## src/assert_macros.svh

```systemverilog
// Assertion helpers used by the RTL.
`ifndef ASSERT_MACROS_SVH
`define ASSERT_MACROS_SVH

`ifndef NO_ASSERTIONS
// Same-cycle implication.
`define ASSERT_IMPLIES(label, clk, rst_n, cond, expr) \
    label: assert property (@(posedge clk) disable iff (!rst_n) (cond) |-> (expr)) \
        else $error("assertion failed: implication");
// Next-cycle implication.
`define ASSERT_NEXT(label, clk, rst_n, cond, expr) \
    label: assert property (@(posedge clk) disable iff (!rst_n) (cond) |=> (expr)) \
        else $error("assertion failed: next-cycle implication");
`else
`define ASSERT_IMPLIES(label, clk, rst_n, cond, expr)
`define ASSERT_NEXT(label, clk, rst_n, cond, expr)
`endif

`endif

```

## src/hsd_pkg.sv

```systemverilog
package hsd_pkg;

    localparam int X_W          = 12;
    localparam int TRAVEL_W     = 13;
    localparam int COUNT_W      = 16;
    localparam int REV_W        = 3;
    localparam int WINDOW_DEPTH = 6;
    localparam int HELD_W       = $clog2(WINDOW_DEPTH + 1);
    localparam int IDX_W        = $clog2(WINDOW_DEPTH);
    localparam int CFG_IDX_W    = 1;

    localparam logic [TRAVEL_W-1:0] TRAVEL_MAX       = {TRAVEL_W{1'b1}};
    localparam logic [X_W-1:0]      JUMP_LIMIT_RST   = X_W'(100);
    localparam logic [X_W-1:0]      THRESHOLD_RST    = X_W'(50);

    typedef enum logic [1:0] {
        DIR_NONE  = 2'd0,
        DIR_LEFT  = 2'd1,
        DIR_RIGHT = 2'd2
    } t_dir;

    typedef enum logic [1:0] {
        FILL_EMPTY = 2'd0,
        FILL_ONE   = 2'd1,
        FILL_TWO   = 2'd2,
        FILL_MORE  = 2'd3
    } t_fill;

    typedef enum logic [CFG_IDX_W-1:0] {
        REG_JUMP_LIMIT      = 1'd0,
        REG_SWIPE_THRESHOLD = 1'd1
    } t_cfg_reg;

    // Window control from the tracker.
    typedef struct packed {
        logic push;
        logic restart;
    } t_win_ctl;

    // Window taps seen by the tracker.
    typedef struct packed {
        logic [X_W-1:0] prev;
        logic [X_W-1:0] oldest;
    } t_win_view;

    typedef struct packed {
        logic               fired;
        t_dir               dir;
        logic [COUNT_W-1:0] number;
    } t_result;

endpackage

```

## src/hsd_point_if.sv

```systemverilog
interface hsd_point_if;
    logic                   valid;
    logic                   ready;
    logic [hsd_pkg::X_W-1:0] x_position;

    modport source (output valid, output x_position, input ready);
    modport sink   (input valid, input x_position, output ready);
endinterface

```

## src/hsd_swipe_if.sv

```systemverilog
interface hsd_swipe_if;
    logic                       valid;
    logic                       ready;
    logic                       swipe_fired;
    logic [1:0]                 swipe_direction;
    logic [hsd_pkg::COUNT_W-1:0] swipe_number;

    modport source (output valid, output swipe_fired, output swipe_direction,
                    output swipe_number, input ready);
    modport sink   (input valid, input swipe_fired, input swipe_direction,
                    input swipe_number, output ready);
endinterface

```

## src/hsd_cfg_if.sv

```systemverilog
interface hsd_cfg_if;
    logic                         valid;
    logic                         ready;
    logic [hsd_pkg::CFG_IDX_W-1:0] index;
    logic [hsd_pkg::X_W-1:0]       data;

    modport source (output valid, output index, output data, input ready);
    modport sink   (input valid, input index, input data, output ready);
endinterface

```

## src/hsd_window.sv

```systemverilog
module hsd_window (
    input  logic               i_clk,
    input  logic               i_rst_n,
    input  hsd_pkg::t_win_ctl  i_ctl,
    input  logic [hsd_pkg::X_W-1:0] i_x,
    output hsd_pkg::t_win_view o_view
);
    import hsd_pkg::*;

    logic [X_W-1:0]    r_pts [WINDOW_DEPTH];
    logic [HELD_W-1:0] r_held;
    logic [HELD_W-1:0] n_held;
    logic [IDX_W-1:0]  w_oldest_idx;

    // Oldest held point once the current point is shifted in, indexed in the
    // window as it stands now.
    always_comb begin
        if (r_held >= HELD_W'(WINDOW_DEPTH)) begin
            w_oldest_idx = IDX_W'(1);
        end else if (r_held < HELD_W'(2)) begin
            w_oldest_idx = IDX_W'(WINDOW_DEPTH - 1);
        end else begin
            w_oldest_idx = IDX_W'(HELD_W'(WINDOW_DEPTH) - r_held);
        end
    end

    assign o_view.prev   = r_pts[WINDOW_DEPTH-1];
    assign o_view.oldest = r_pts[w_oldest_idx];

    always_comb begin
        if (i_ctl.restart) begin
            n_held = HELD_W'(1);
        end else if (r_held < HELD_W'(WINDOW_DEPTH)) begin
            n_held = r_held + HELD_W'(1);
        end else begin
            n_held = r_held;
        end
    end

    always_ff @(posedge i_clk) begin
        if (i_ctl.push) begin
            for (int i = 0; i < WINDOW_DEPTH - 1; i++) begin
                r_pts[i] <= r_pts[i+1];
            end
            r_pts[WINDOW_DEPTH-1] <= i_x;
        end
    end

    always_ff @(posedge i_clk) begin
        if (!i_rst_n) begin
            r_held <= '0;
        end else if (i_ctl.push) begin
            r_held <= n_held;
        end
    end

endmodule

```

## src/hsd_tracker.sv

```systemverilog
module hsd_tracker #(
    parameter int REVERSAL_LIMIT = 5
) (
    input  logic                        i_clk,
    input  logic                        i_rst_n,
    input  logic                        i_go,
    input  logic [hsd_pkg::X_W-1:0]     i_x,
    input  logic [hsd_pkg::X_W-1:0]     i_jump_limit,
    input  logic [hsd_pkg::X_W-1:0]     i_threshold,
    input  hsd_pkg::t_win_view          i_view,
    output hsd_pkg::t_win_ctl           o_ctl,
    output hsd_pkg::t_result            o_res
);
    import hsd_pkg::*;

    t_fill               r_fill,   n_fill;
    t_dir                r_dir,    n_dir;
    logic [TRAVEL_W-1:0] r_travel, n_travel;
    logic [REV_W-1:0]    r_rev,    n_rev;
    t_dir                r_rep,    n_rep;
    logic [COUNT_W-1:0]  r_total,  n_total;

    logic [X_W-1:0]      w_step;
    logic [X_W-1:0]      w_span;
    logic                w_along;
    logic [TRAVEL_W:0]   w_sum;
    logic [TRAVEL_W-1:0] w_sat;
    logic [REV_W-1:0]    w_rev_inc;
    logic                w_fired;
    logic                w_restart;

    assign w_step  = (i_view.prev > i_x) ? i_view.prev - i_x : i_x - i_view.prev;
    assign w_span  = (i_view.oldest > i_x) ? i_view.oldest - i_x : i_x - i_view.oldest;
    assign w_along = (r_dir == DIR_LEFT  && i_view.prev < i_x) ||
                     (r_dir == DIR_RIGHT && i_view.prev > i_x);
    assign w_sum   = {1'b0, r_travel} + (TRAVEL_W + 1)'(w_step);
    assign w_sat   = (w_sum > {1'b0, TRAVEL_MAX}) ? TRAVEL_MAX : w_sum[TRAVEL_W-1:0];
    assign w_rev_inc = r_rev + REV_W'(1);

    always_comb begin
        n_fill    = r_fill;
        n_dir     = r_dir;
        n_travel  = r_travel;
        n_rev     = r_rev;
        n_rep     = r_rep;
        n_total   = r_total;
        w_fired   = 1'b0;
        w_restart = 1'b0;
        case (r_fill)
            FILL_EMPTY: begin
                w_restart = 1'b1;
            end
            FILL_ONE: begin
                n_fill = FILL_TWO;
                n_dir  = (i_view.prev < i_x) ? DIR_LEFT : DIR_RIGHT;
                n_rev  = '0;
            end
            default: begin
                if (w_step > i_jump_limit) begin
                    w_restart = 1'b1;
                end else begin
                    n_fill = FILL_MORE;
                    if (w_along) begin
                        if (w_sat > TRAVEL_W'(i_threshold)) begin
                            n_rep    = r_dir;
                            n_total  = r_total + COUNT_W'(1);
                            n_travel = w_sat - TRAVEL_W'(i_threshold);
                            w_fired  = 1'b1;
                        end else begin
                            n_travel = w_sat;
                        end
                    end else if (w_rev_inc >= REV_W'(REVERSAL_LIMIT)) begin
                        // re-derive from the whole window
                        n_travel = TRAVEL_W'(w_span);
                        n_dir    = (i_view.oldest > i_x) ? DIR_RIGHT : DIR_LEFT;
                        n_rev    = '0;
                    end else begin
                        n_rev = w_rev_inc;
                    end
                end
            end
        endcase
        if (w_restart) begin
            n_fill   = FILL_ONE;
            n_dir    = DIR_NONE;
            n_travel = '0;
            n_rev    = '0;
            n_rep    = DIR_NONE;
            n_total  = COUNT_W'(1);
        end
    end

    assign o_ctl.push    = i_go;
    assign o_ctl.restart = w_restart;

    assign o_res.fired  = w_fired;
    assign o_res.dir    = n_rep;
    assign o_res.number = n_total;

    always_ff @(posedge i_clk) begin
        if (!i_rst_n) begin
            r_fill   <= FILL_EMPTY;
            r_dir    <= DIR_NONE;
            r_travel <= '0;
            r_rev    <= '0;
            r_rep    <= DIR_NONE;
            r_total  <= COUNT_W'(1);
        end else if (i_go) begin
            r_fill   <= n_fill;
            r_dir    <= n_dir;
            r_travel <= n_travel;
            r_rev    <= n_rev;
            r_rep    <= n_rep;
            r_total  <= n_total;
        end
    end

endmodule

```

## src/horizontal_swipe_detector.sv

```systemverilog
// Horizontal swipe detector.
// i_point carries one tracked x position per transaction; o_swipe returns one
// result per point: swipe_fired, the last reported direction (0 none, 1 left
// for rising x, 2 right) and the swipe number. i_cfg writes index 0 (jump
// limit) or index 1 (swipe threshold); it is always ready and should be used
// only while no point is in flight.
// A point accepted on i_point is held in the input register and then moves into
// the result register, which drives o_swipe. Throughput is one point per cycle
// while the receiver does not stall: the tracking state updates as the point
// moves from the input register into the result register.
// When the receiver stalls, the result register holds and the input register
// takes one more point; after that i_point.ready drops until o_swipe moves.
// Reset (synchronous, active low) empties both registers, clears tracking,
// sets the swipe number to 1 and loads jump limit 100 and threshold 50. The
// point window itself is not cleared; it is read only where it was filled.
module horizontal_swipe_detector #(
    parameter int REVERSAL_LIMIT = 5
) (
    input  logic  i_clk,
    input  logic  i_rst_n,
    hsd_point_if.sink   i_point,
    hsd_cfg_if.sink     i_cfg,
    hsd_swipe_if.source o_swipe
);
    import hsd_pkg::*;

    `include "assert_macros.svh"

    logic           r_in_valid;
    logic [X_W-1:0] r_in_x;
    logic           r_out_valid;
    t_result        r_out;
    logic [X_W-1:0] r_jump_limit;
    logic [X_W-1:0] r_threshold;

    logic      w_adv;
    t_win_ctl  w_ctl;
    t_win_view w_view;
    t_result   w_res;

    assign w_adv         = r_in_valid && (!r_out_valid || o_swipe.ready);
    assign i_point.ready = !r_in_valid || w_adv;
    assign i_cfg.ready   = 1'b1;

    hsd_window u_window (
        .i_clk   (i_clk),
        .i_rst_n (i_rst_n),
        .i_ctl   (w_ctl),
        .i_x     (r_in_x),
        .o_view  (w_view)
    );

    hsd_tracker #(
        .REVERSAL_LIMIT (REVERSAL_LIMIT)
    ) u_tracker (
        .i_clk        (i_clk),
        .i_rst_n      (i_rst_n),
        .i_go         (w_adv),
        .i_x          (r_in_x),
        .i_jump_limit (r_jump_limit),
        .i_threshold  (r_threshold),
        .i_view       (w_view),
        .o_ctl        (w_ctl),
        .o_res        (w_res)
    );

    always_ff @(posedge i_clk) begin
        if (!i_rst_n) begin
            r_jump_limit <= JUMP_LIMIT_RST;
            r_threshold  <= THRESHOLD_RST;
        end else if (i_cfg.valid) begin
            case (t_cfg_reg'(i_cfg.index))
                REG_JUMP_LIMIT:      r_jump_limit <= i_cfg.data;
                REG_SWIPE_THRESHOLD: r_threshold  <= i_cfg.data;
                default: ;
            endcase
        end
    end

    always_ff @(posedge i_clk) begin
        if (!i_rst_n) begin
            r_in_valid <= 1'b0;
        end else if (i_point.ready) begin
            r_in_valid <= i_point.valid;
        end
    end

    always_ff @(posedge i_clk) begin
        if (i_point.valid && i_point.ready) begin
            r_in_x <= i_point.x_position;
        end
    end

    always_ff @(posedge i_clk) begin
        if (!i_rst_n) begin
            r_out_valid <= 1'b0;
        end else if (w_adv) begin
            r_out_valid <= 1'b1;
        end else if (o_swipe.ready) begin
            r_out_valid <= 1'b0;
        end
    end

    always_ff @(posedge i_clk) begin
        if (w_adv) begin
            r_out <= w_res;
        end
    end

    assign o_swipe.valid           = r_out_valid;
    assign o_swipe.swipe_fired     = r_out.fired;
    assign o_swipe.swipe_direction = r_out.dir;
    assign o_swipe.swipe_number    = r_out.number;

    `ASSERT_NEXT(a_adv_fills_out, i_clk, i_rst_n, w_adv, r_out_valid)
    `ASSERT_NEXT(a_stall_holds_out, i_clk, i_rst_n, r_out_valid && !o_swipe.ready, r_out_valid)
    `ASSERT_IMPLIES(a_fire_has_dir, i_clk, i_rst_n, r_out_valid && r_out.fired, r_out.dir != DIR_NONE)
    `ASSERT_IMPLIES(a_restart_no_fire, i_clk, i_rst_n, w_adv && w_ctl.restart, !w_res.fired)

endmodule

```

## src/flat_wrapper.sv

```systemverilog
// flat-port wrapper written by rule: the top's interface ports become plain ports
module horizontal_swipe_detector_flat import hsd_pkg::*;
#(
    parameter int REVERSAL_LIMIT = 5
)
  (i_clk, i_rst_n, i_point_valid, i_point_x_position, i_point_ready, i_cfg_valid, i_cfg_index, i_cfg_data, i_cfg_ready, o_swipe_valid, o_swipe_swipe_fired, o_swipe_swipe_direction, o_swipe_swipe_number, o_swipe_ready);
  hsd_point_if i_point_i ();
  hsd_cfg_if i_cfg_i ();
  hsd_swipe_if o_swipe_i ();
  input  logic i_clk;
  input  logic i_rst_n;
  input wire logic [$bits(i_point_i.valid)-1:0] i_point_valid;
  input wire logic [$bits(i_point_i.x_position)-1:0] i_point_x_position;
  output wire logic [$bits(i_point_i.ready)-1:0] i_point_ready;
  input wire logic [$bits(i_cfg_i.valid)-1:0] i_cfg_valid;
  input wire logic [$bits(i_cfg_i.index)-1:0] i_cfg_index;
  input wire logic [$bits(i_cfg_i.data)-1:0] i_cfg_data;
  output wire logic [$bits(i_cfg_i.ready)-1:0] i_cfg_ready;
  output wire logic [$bits(o_swipe_i.valid)-1:0] o_swipe_valid;
  output wire logic [$bits(o_swipe_i.swipe_fired)-1:0] o_swipe_swipe_fired;
  output wire logic [$bits(o_swipe_i.swipe_direction)-1:0] o_swipe_swipe_direction;
  output wire logic [$bits(o_swipe_i.swipe_number)-1:0] o_swipe_swipe_number;
  input wire logic [$bits(o_swipe_i.ready)-1:0] o_swipe_ready;
  assign i_point_i.valid = i_point_valid;
  assign i_point_i.x_position = i_point_x_position;
  assign i_point_ready = i_point_i.ready;
  assign i_cfg_i.valid = i_cfg_valid;
  assign i_cfg_i.index = i_cfg_index;
  assign i_cfg_i.data = i_cfg_data;
  assign i_cfg_ready = i_cfg_i.ready;
  assign o_swipe_valid = o_swipe_i.valid;
  assign o_swipe_swipe_fired = o_swipe_i.swipe_fired;
  assign o_swipe_swipe_direction = o_swipe_i.swipe_direction;
  assign o_swipe_swipe_number = o_swipe_i.swipe_number;
  assign o_swipe_i.ready = o_swipe_ready;
  horizontal_swipe_detector #(.REVERSAL_LIMIT(REVERSAL_LIMIT)) u_core (.i_clk(i_clk), .i_rst_n(i_rst_n), .i_point(i_point_i), .i_cfg(i_cfg_i), .o_swipe(o_swipe_i));
endmodule
```

## config.mk

```make
export PLATFORM = sky130hd
export DESIGN_NAME = horizontal_swipe_detector_flat
export DESIGN_NICKNAME = d
export VERILOG_FILES = /design/src/hsd_pkg.sv /design/src/hsd_point_if.sv /design/src/hsd_swipe_if.sv /design/src/hsd_cfg_if.sv /design/src/hsd_window.sv /design/src/hsd_tracker.sv /design/src/horizontal_swipe_detector.sv /design/src/flat_wrapper.sv
export VERILOG_INCLUDE_DIRS = /design/src /design/src/src
export SDC_FILE = /design/constraint.sdc
export NUM_CORES = 1
export LEC_CHECK = 0
export BUFFER_PORTS_ARGS = -buffer_cell sky130_fd_sc_hd__buf_2
export CORE_MARGIN = 2
export CORE_UTILIZATION = 42
export CTS_BUF_LIST = sky130_fd_sc_hd__clkbuf_16
export CTS_CLUSTER_DIAMETER = 30
export DETAILED_ROUTE_END_ITERATION = 10
export GPL_ROUTABILITY_DRIVEN = 0
export MAX_ROUTING_LAYER = met4
export SLEW_MARGIN = 20
export SYNTH_ARGS = -nofsm -noshare
export SYNTH_HDL_FRONTEND = slang
export SYNTH_SLANG_ARGS = --single-unit
```

## constraint.sdc

```tcl
create_clock -name i_clk -period 6.2 [get_ports i_clk]
set_input_delay 0.31 -clock i_clk [delete_from_list [all_inputs] [get_ports i_clk]]
set_output_delay 0.31 -clock i_clk [all_outputs]
set_load 0.005 [all_outputs]
```

==> Yosys cells after proc, flatten, opt, wreduce, memory -nomap -nowiden <==
Memories as Yosys holds them, arrays and structs flattened.
Cells that the tools add are included.
{ "totals": {"register_bits": 98, "latchBits": 0, "mem_bits_rw": 72, "romBits": 0, "elab_cells": 114, "memories": 1} }
{ "op_classes": {"addsub": 10, "mul": 0, "n_div": 0, "order_cmp": 10, "eq_ne": 8, "shift": 0, "mux": 45, "bitwise_logic": 2, "reduce_logical": 23} }
{ "memory_table": {"columns": ["memory", "depth", "width", "read_ports", "rd_ports_with_merged_regs", "wr", "line_no", "source"], "rows": [
  ["u_core.u_window.r_pts", 6, 12, 6, 0, 6, "hsd_window.sv:10", "logic [X_W-1:0] r_pts [WINDOW_DEPTH];"]
]} }
{ "ops": {"columns": ["operator", "n"], "rows": [
  ["13-bit 2-to-1 mux", 7],
  ["16-bit 2-to-1 mux", 5],
  ["12-bit subtractor", 4],
  ["12-bit > comparator", 3],
  ["2-bit 2-to-1 mux", 13],
  ["12-bit 2-to-1 mux", 2],
  ["3-bit 2-to-1 mux", 8],
  ["16-bit by 1-bit adder with 16-bit output, second input constant", 1],
  ["13-bit by 12-bit adder with 14-bit output", 1],
  ["14-bit by 13-bit > comparator with 1-bit output, second input constant", 1],
  ["13-bit by 12-bit > comparator with 1-bit output", 1],
  ["13-bit by 12-bit subtractor with 13-bit output", 1],
  ["12-bit less-than comparator", 1],
  ["2-bit case mux with 2 select lines", 2],
  ["4-bit AND reduction", 2],
  ["3-bit by 1-bit adder with 3-bit output, second input constant", 2],
  ["3-bit >= comparator, second input constant", 2],
  ["1-bit 2-to-1 mux", 6],
  ["3-bit case mux with 2 select lines", 1],
  ["2-bit AND reduction", 3],
  ["3-bit nonzero test", 2],
  ["5-bit AND reduction", 1],
  ["2-bit by 1-bit == test with 1-bit output, second input constant", 2],
  ["1-bit logical AND", 4],
  ["17 further kinds", 23]
]} }

==> Longest topological paths before layout <==
An unclocked memory read counts as a cell.
{ "depth": {"depth_word": 12, "ltp_mapped": 33} }

==> Modules after synthesis <==
A second synthesis with hierarchy kept.
{ "hier_totals": {"cells_unflattened": 1164, "area_unflattened_um2": 11229.5} }
{ "by_module_without_submodules": {"columns": ["module", "n_inst", "cells_each", "area_per_inst_um2", "seq_area_each_um2"], "rows": [
  ["hsd_tracker", 1, 834, 6069.6, 760.7],
  ["hsd_window", 1, 186, 3135.5, 2222.1],
  ["horizontal_swipe_detector", 1, 144, 2024.4, 1451.4]
]} }

==> Worst setup path after synthesis <==
OpenSTA, ideal clock, no wires.
{ "synth_timing": {"path_kind": "reg-to-reg", "startpoint": "reg u_core.r_in_x[5]", "endpoint": "reg u_core.u_tracker.r_rep[0]", "setup_time_ps": 100, "arrival_ps": 6188, "required_ps": 6100, "setup_slack_ps": -87, "stages_incl_launch_ff": 31, "n_path_buf": 5, "path_cell_list": "edfxtp_1 > ha_1 > buf_2 > and3_1 > nor2b_1 > a21oi_1 > a21oi_1 > buf_2 > clkbuf_1 > inv_1 > mux2i_1 > xnor2_1 > ha_1 > a211o_1 > a21oi_1 > o211ai_1 > nand2_1 > a2bb2oi_1 > nand2b_1 > ha_1 > nor2b_1 > o2111ai_1 > and3_1 > o31a_1 > o22ai_4 > nand3b_4 > inv_4 > buf_6 > buf_4 > nand2_1 > o32ai_1"} }
{ "synth_between": {"elab_chain_cells": 11, "word_cells_on_any_way": 20, "cone_classes": "add/sub: 3; order compare: 5; mux: 9; reduce/logical: 3"} }
{ "synth_rtl": {"columns": ["element", "line_no", "source"], "rows": [
  ["from (decl)", "horizontal_swipe_detector.sv:30", "logic [X_W-1:0] r_in_x;"],
  ["from (signal assigned)", "horizontal_swipe_detector.sv:90", "r_in_x <= i_point.x_position;"],
  ["12-bit subtractor / 12-bit > comparator (equally long branches)", "hsd_tracker.sv:32, hsd_tracker.sv:35", null],
  ["12-bit 2-to-1 mux", "hsd_tracker.sv:32", "assign w_step = (i_view.prev > i_x) ? i_view.prev - i_x : i_x - i_view.prev;"],
  ["13-bit by 12-bit adder with 14-bit output", "hsd_tracker.sv:36", "assign w_sum = {1'b0, r_travel} + (TRAVEL_W + 1)'(w_step);"],
  ["14-bit by 13-bit > comparator with 1-bit output", "hsd_tracker.sv:37", "assign w_sat = (w_sum > {1'b0, TRAVEL_MAX}) ? TRAVEL_MAX : w_sum[TRAVEL_W-1:0];"],
  ["13-bit 2-to-1 mux", "hsd_tracker.sv:37", null],
  ["13-bit by 12-bit > comparator with 1-bit output", "hsd_tracker.sv:64", "if (w_sat > TRAVEL_W'(i_threshold)) begin"],
  ["2-bit 2-to-1 mux", "hsd_tracker.sv:64", null],
  ["2-bit 2-to-1 mux", "hsd_tracker.sv:63", "if (w_along) begin"],
  ["2-bit 2-to-1 mux", "hsd_tracker.sv:59", "if (w_step > i_jump_limit) begin"],
  ["2-bit 2-to-1 mux", "hsd_tracker.sv:49", "case (r_fill)"],
  ["2-bit 2-to-1 mux (*)", "hsd_tracker.sv:83", "if (w_restart) begin"],
  ["to (signal assigned)", "hsd_tracker.sv:113", "r_rep <= n_rep;"],
  ["to (decl)", "hsd_tracker.sv:20", "t_dir r_rep, n_rep;"]
]} }
Every way passes the cells marked *; elsewhere a longest branch is shown, timed or not.
A chain may end at the register's enable or synchronous reset.

==> Worst setup path in the final report <==
{ "layout_timing": {"startpoint": "reg u_core.r_in_x[3]", "endpoint": "reg u_core.u_tracker.r_total[11]"} }
{ "layout_between": {"elab_chain_cells": 11, "word_cells_on_any_way": 20, "cone_classes": "add/sub: 3; order compare: 5; mux: 9; reduce/logical: 3"} }
{ "layout_rtl": {"columns": ["element", "line_no", "source"], "rows": [
  ["12-bit subtractor / 12-bit > comparator (equally long branches)", "hsd_tracker.sv:32, hsd_tracker.sv:35", null],
  ["12-bit 2-to-1 mux", "hsd_tracker.sv:32", null],
  ["13-bit by 12-bit adder with 14-bit output", "hsd_tracker.sv:36", null],
  ["14-bit by 13-bit > comparator with 1-bit output", "hsd_tracker.sv:37", null],
  ["13-bit 2-to-1 mux", "hsd_tracker.sv:37", null],
  ["13-bit by 12-bit > comparator with 1-bit output", "hsd_tracker.sv:64", null],
  ["16-bit 2-to-1 mux", "hsd_tracker.sv:64", null],
  ["16-bit 2-to-1 mux", "hsd_tracker.sv:63", null],
  ["16-bit 2-to-1 mux", "hsd_tracker.sv:59", null],
  ["16-bit 2-to-1 mux", "hsd_tracker.sv:49", null],
  ["16-bit 2-to-1 mux (*)", "hsd_tracker.sv:83", null],
  ["to (signal assigned)", "hsd_tracker.sv:114", "r_total <= n_total;"],
  ["to (decl)", "hsd_tracker.sv:21", "logic [COUNT_W-1:0] r_total, n_total;"]
]} }
Marked as above.

==> results.py <==
metrics = {
    "drt": {
        "via_per_inst": 5.402,
        "route.vias.total": 8687,
        "dr.pass1.iters": 5,
        "drcViolationCount": 0,
        "wl_per_cell_um": 17.10,
        "drtIter0Drc": 631,
        "ant_nets": 0,
        "drt-total-wl_um": 27490,
    },
    "synth": {
        "syn_area_mm2": 0.01068,
        "yosysWarnings": 0,
        "yosysTopAreaCellShare": 0.2895,
        "async_flop_share": 0,
        "yosysSeqAreaShare": 0.4151,
        "synth_ff_type": "edfxtp_1",
        "yosysTopAreaCell": "edfxtp_1",
        "avgSynthCellArea_um2": 9.598,
        "synth-seq-cells": 170,
        "synth_edf_count": 103,
        "synth_cell_types": 73,
        "synth.area.top_cells": "edfxtp_1 29%, dfxtp_1 13%, ha_1 10%",
        "syn_inst": 1113,
        "synth_fp_nets": 1238,
    },
    "clock_network": {
        "htree_num_levels": 4,
        "clock_sinks": 170,
        "clk_latency_ns": 0.44,
        "numCtsBuffers": 17,
        "clk_pin_slew_ns": 0.08,
        "ctsLongestPathBuffers": 2,
        "root_buffer": "clkbuf_16",
        "cts_tree": "built",
    },
    "placement": {
        "dp_hpwl_um": 20170,
        "io_buffers": 50,
        "dp.cells": 1564,
    },
    "min_path": {
        "hold_path_class": "in -> reg",
        "hold_end": "u_core.r_in_x[9]",
        "hold_depth": 1,
        "hp-start": "i_point_x_position[9]",
    },
    "global_routing": {
        "met3_usage": 0.03047,
        "overflow": 0,
        "grt_max_degree": 80,
        "grt_pass1_wl_um": 43070,
        "grtUsageMet2": 0.3264,
        "grt_usage": 0.2109,
        "grt_pass1_vias": 8198,
        "antenna_found_initial": 0,
        "grt.busiest_layer": "met2",
        "met1_usage": 0.2903,
    },
    "sta": {
        "setup_violations": 0,
        "fin_skew_ns": 0.01716,
        "slew_violations": 0,
        "fmax_ghz": 0.1616,
        "post-route-period-util": 0.9978,
        "slew_headroom": 0.3196,
        "hold_viol_final": 0,
        "post-route-min-period_ns": 6.186,
        "rsz0062_at_grt": "yes",
        "tightest_slew_ns": 1.021,
    },
    "die": {
        "die_area_mm2": 0.02673,
        "die_y_um": 163.5,
        "io_pins": 52,
        "row_count": 58,
        "start_util": 0.4255,
        "core_area_mm2": 0.02511,
        "die_x_um": 163.5,
    },
    "finish": {
        "drive_above_1_share": 0.2387,
        "fin_cells": 1608,
        "fill_cells": 2336,
        "final_common_cell": "nand2_1",
        "final_cell_mix": "128 x nand2_1, 118 x buf_4, 103 x edfxtp_1",
        "diodes": 0,
        "finalNetCount": 1390,
        "syn_to_final_growth_pct": 22.75,
    },
    "setup_path": {
        "rr_startpoint": "u_core.r_in_x[3]",
        "arrival_ns": 6.48,
        "reg2reg_setup_slack_ns": 0.01,
        "crit_fanout": 7,
        "worstReg2RegEnd": "u_core.u_tracker.r_total[11]",
        "critPathLaunchType": "flip-flop",
        "crit_type": "reg -> reg",
        "reg2reg_depth": 26,
        "crit_required_ns": 6.50,
        "cp-end-kind": "flip-flop",
    },
    "power_and_ir_drop": {
        "ir_drop_uv": 182.3,
        "leakage_nw": 5.500,
        "power_density_mw_per_mm2": 258.9,
        "finalPower_w": 0.003395,
    },
    "status": {
        "outcome": "complete, no violations",
    },
    "flow_run": {
        "maxCapViolations": 0,
    },
}
==> sequential cells by signal, summed over array words and instances, names as in the netlist, 3 cells and up <==
name and count:
u_core.r_threshold 12, u_core.r_jump_limit 12, u_core.u_window.r_held 3, u_core.u_window.r_pts 72, u_core.o_swipe.swipe_number 16, u_core.u_tracker.r_travel 13, u_core.u_tracker.r_rev 3, u_core.u_tracker.r_total 16
u_core.r_in_x 12
==> Yosys cell counts (13+ instances only) <==
| library cell | instances |
|---|---|
| a21o_1 | 25 |
| a21oi_1 | 97 |
| a31oi_1 | 13 |
| clkbuf_1 | 27 |
| dfxtp_1 | 67 |
| edfxtp_1 | 103 |
| ha_1 | 89 |
| inv_1 | 81 |
| mux2_2 | 21 |
| mux2i_1 | 38 |
| nand2_1 | 131 |
| nand3_1 | 28 |
| nand4_1 | 13 |
| nor2_1 | 61 |
| nor2b_1 | 18 |
| o21ai_0 | 52 |
| xnor2_1 | 28 |
| xor2_1 | 26 |
==> through the flow <==
stage          worst slack, ns  hold WS [ns]  setup TNS (ns)    util  cell area, µm²
2_1_floorplan          0.07292        0.4089               0       -           10690
3_3_place_gp           0.05073        0.4242               0  0.4790           12030
5_1_grt                -0.2223       0.03528          -4.007  0.5222           13110
4_1_cts                0.01828       0.02924               0  0.5032           12640
3_5_place_dp          -0.06625        0.4290         -0.1733  0.4790           12030
6_report               0.01352       0.04587               0  0.5222           13110
==> where the power goes <==
part	internal [W]	switching (W)	total, W
Sequential	0.00124	0.0000215	0.00126
Combinational	0.000484	0.000572	0.00106
Clock	0.000571	0.000505	0.00108
==> logic make-up (layout without fill, tap and decap cells) <==
| group | count (synthesis) | count (layout) | share of synthesized area |
|---|---|---|---|
| xor gates and xnor gates | 54 | 54 | 0.04427 |
| and+or+nand+nor | 321 | 321 | 0.1439 |
| DFF | 170 | 170 | 0.4151 |
| other | 1 | 1 | 0.0003510 |
| AOI/OAI and AO/OA | 284 | 284 | 0.1687 |
| adders and majority gates | 95 | 95 | 0.1155 |
| buffers and inverters | 126 | 291 | 0.04814 |
| muxes | 62 | 62 | 0.06407 |
==> worst max-delay path, cell delays in order, from the launching register on <==
cell	delay (ns)
edfxtp_1	0.45
ha_1	0.38
and2_1	0.19
nand3_1	0.13
nor3_1	0.41
a21oi_4	0.10
mux2i_2	0.18
a211o_1	0.37
a311oi_2	0.27
nor2_1	0.08
xor2_1	0.26
ha_1	0.33
and3_4	0.21
nand2_4	0.08
a2bb2oi_4	0.15
buf_6	0.14
nand2_1	0.14
ha_4	0.32
o21a_1	0.10
o211ai_1	0.12
o31a_1	0.36
o22ai_4	0.28
nand3b_4	0.25
buf_6	0.22
o41ai_2	0.31
a21o_1	0.15
a21oi_1	0.06
==> worst max-delay path by stage <==
stage,start,to,cells after the start
after floorplan,u_core.r_in_x[5],u_core.u_tracker.r_rep[0],30
after global placement,u_core.u_window.r_pts[5][0],u_core.o_swipe.swipe_number[5],30
after detailed placement,u_core.u_window.r_pts[5][0],u_core.u_tracker.r_total[10],29
after CTS,u_core.u_window.r_pts[5][0],u_core.u_tracker.r_total[10],29
after global routing,u_core.r_in_x[4],u_core.u_tracker.r_total[10],28
final,u_core.r_in_x[3],u_core.u_tracker.r_total[11],26
==> layer usage <==
metal / vias up / wire length, µm
li1: 4318 / -
met1: 4195 / 13370
met2: 146 / 12840
met3: 28 / 821
met4: 0 / 463
met5: - / 0
==> what timing repair did <==
| action | 4_1_cts | 5_1_grt |
|---|---|---|
| gates cloned | 0 | 2 |
| pin swaps | 3 | 22 |
| buffers inserted | 2 | 8 |
| gates resized for setup | 5 | 83 |
| hold buffers | 0 | 0 |
| endpoints found under the setup margin | 13 | 50 |
==> final cells by class <==
type	instances	area (µm²)	share of cell area
clock buffers	17	425.4	0.03244
clock inverters	15	150.1	0.01145
inverters	83	326.6	0.02490
multi-input cells	817	6133	0.4677
flip-flops and latches	170	4434	0.3382
well taps	330	412.9	0.03149
repair buffers	174	1212	0.09246
repair inverters	2	17.52	0.001336
No activity file was read; power rests on OpenSTA's default activity.
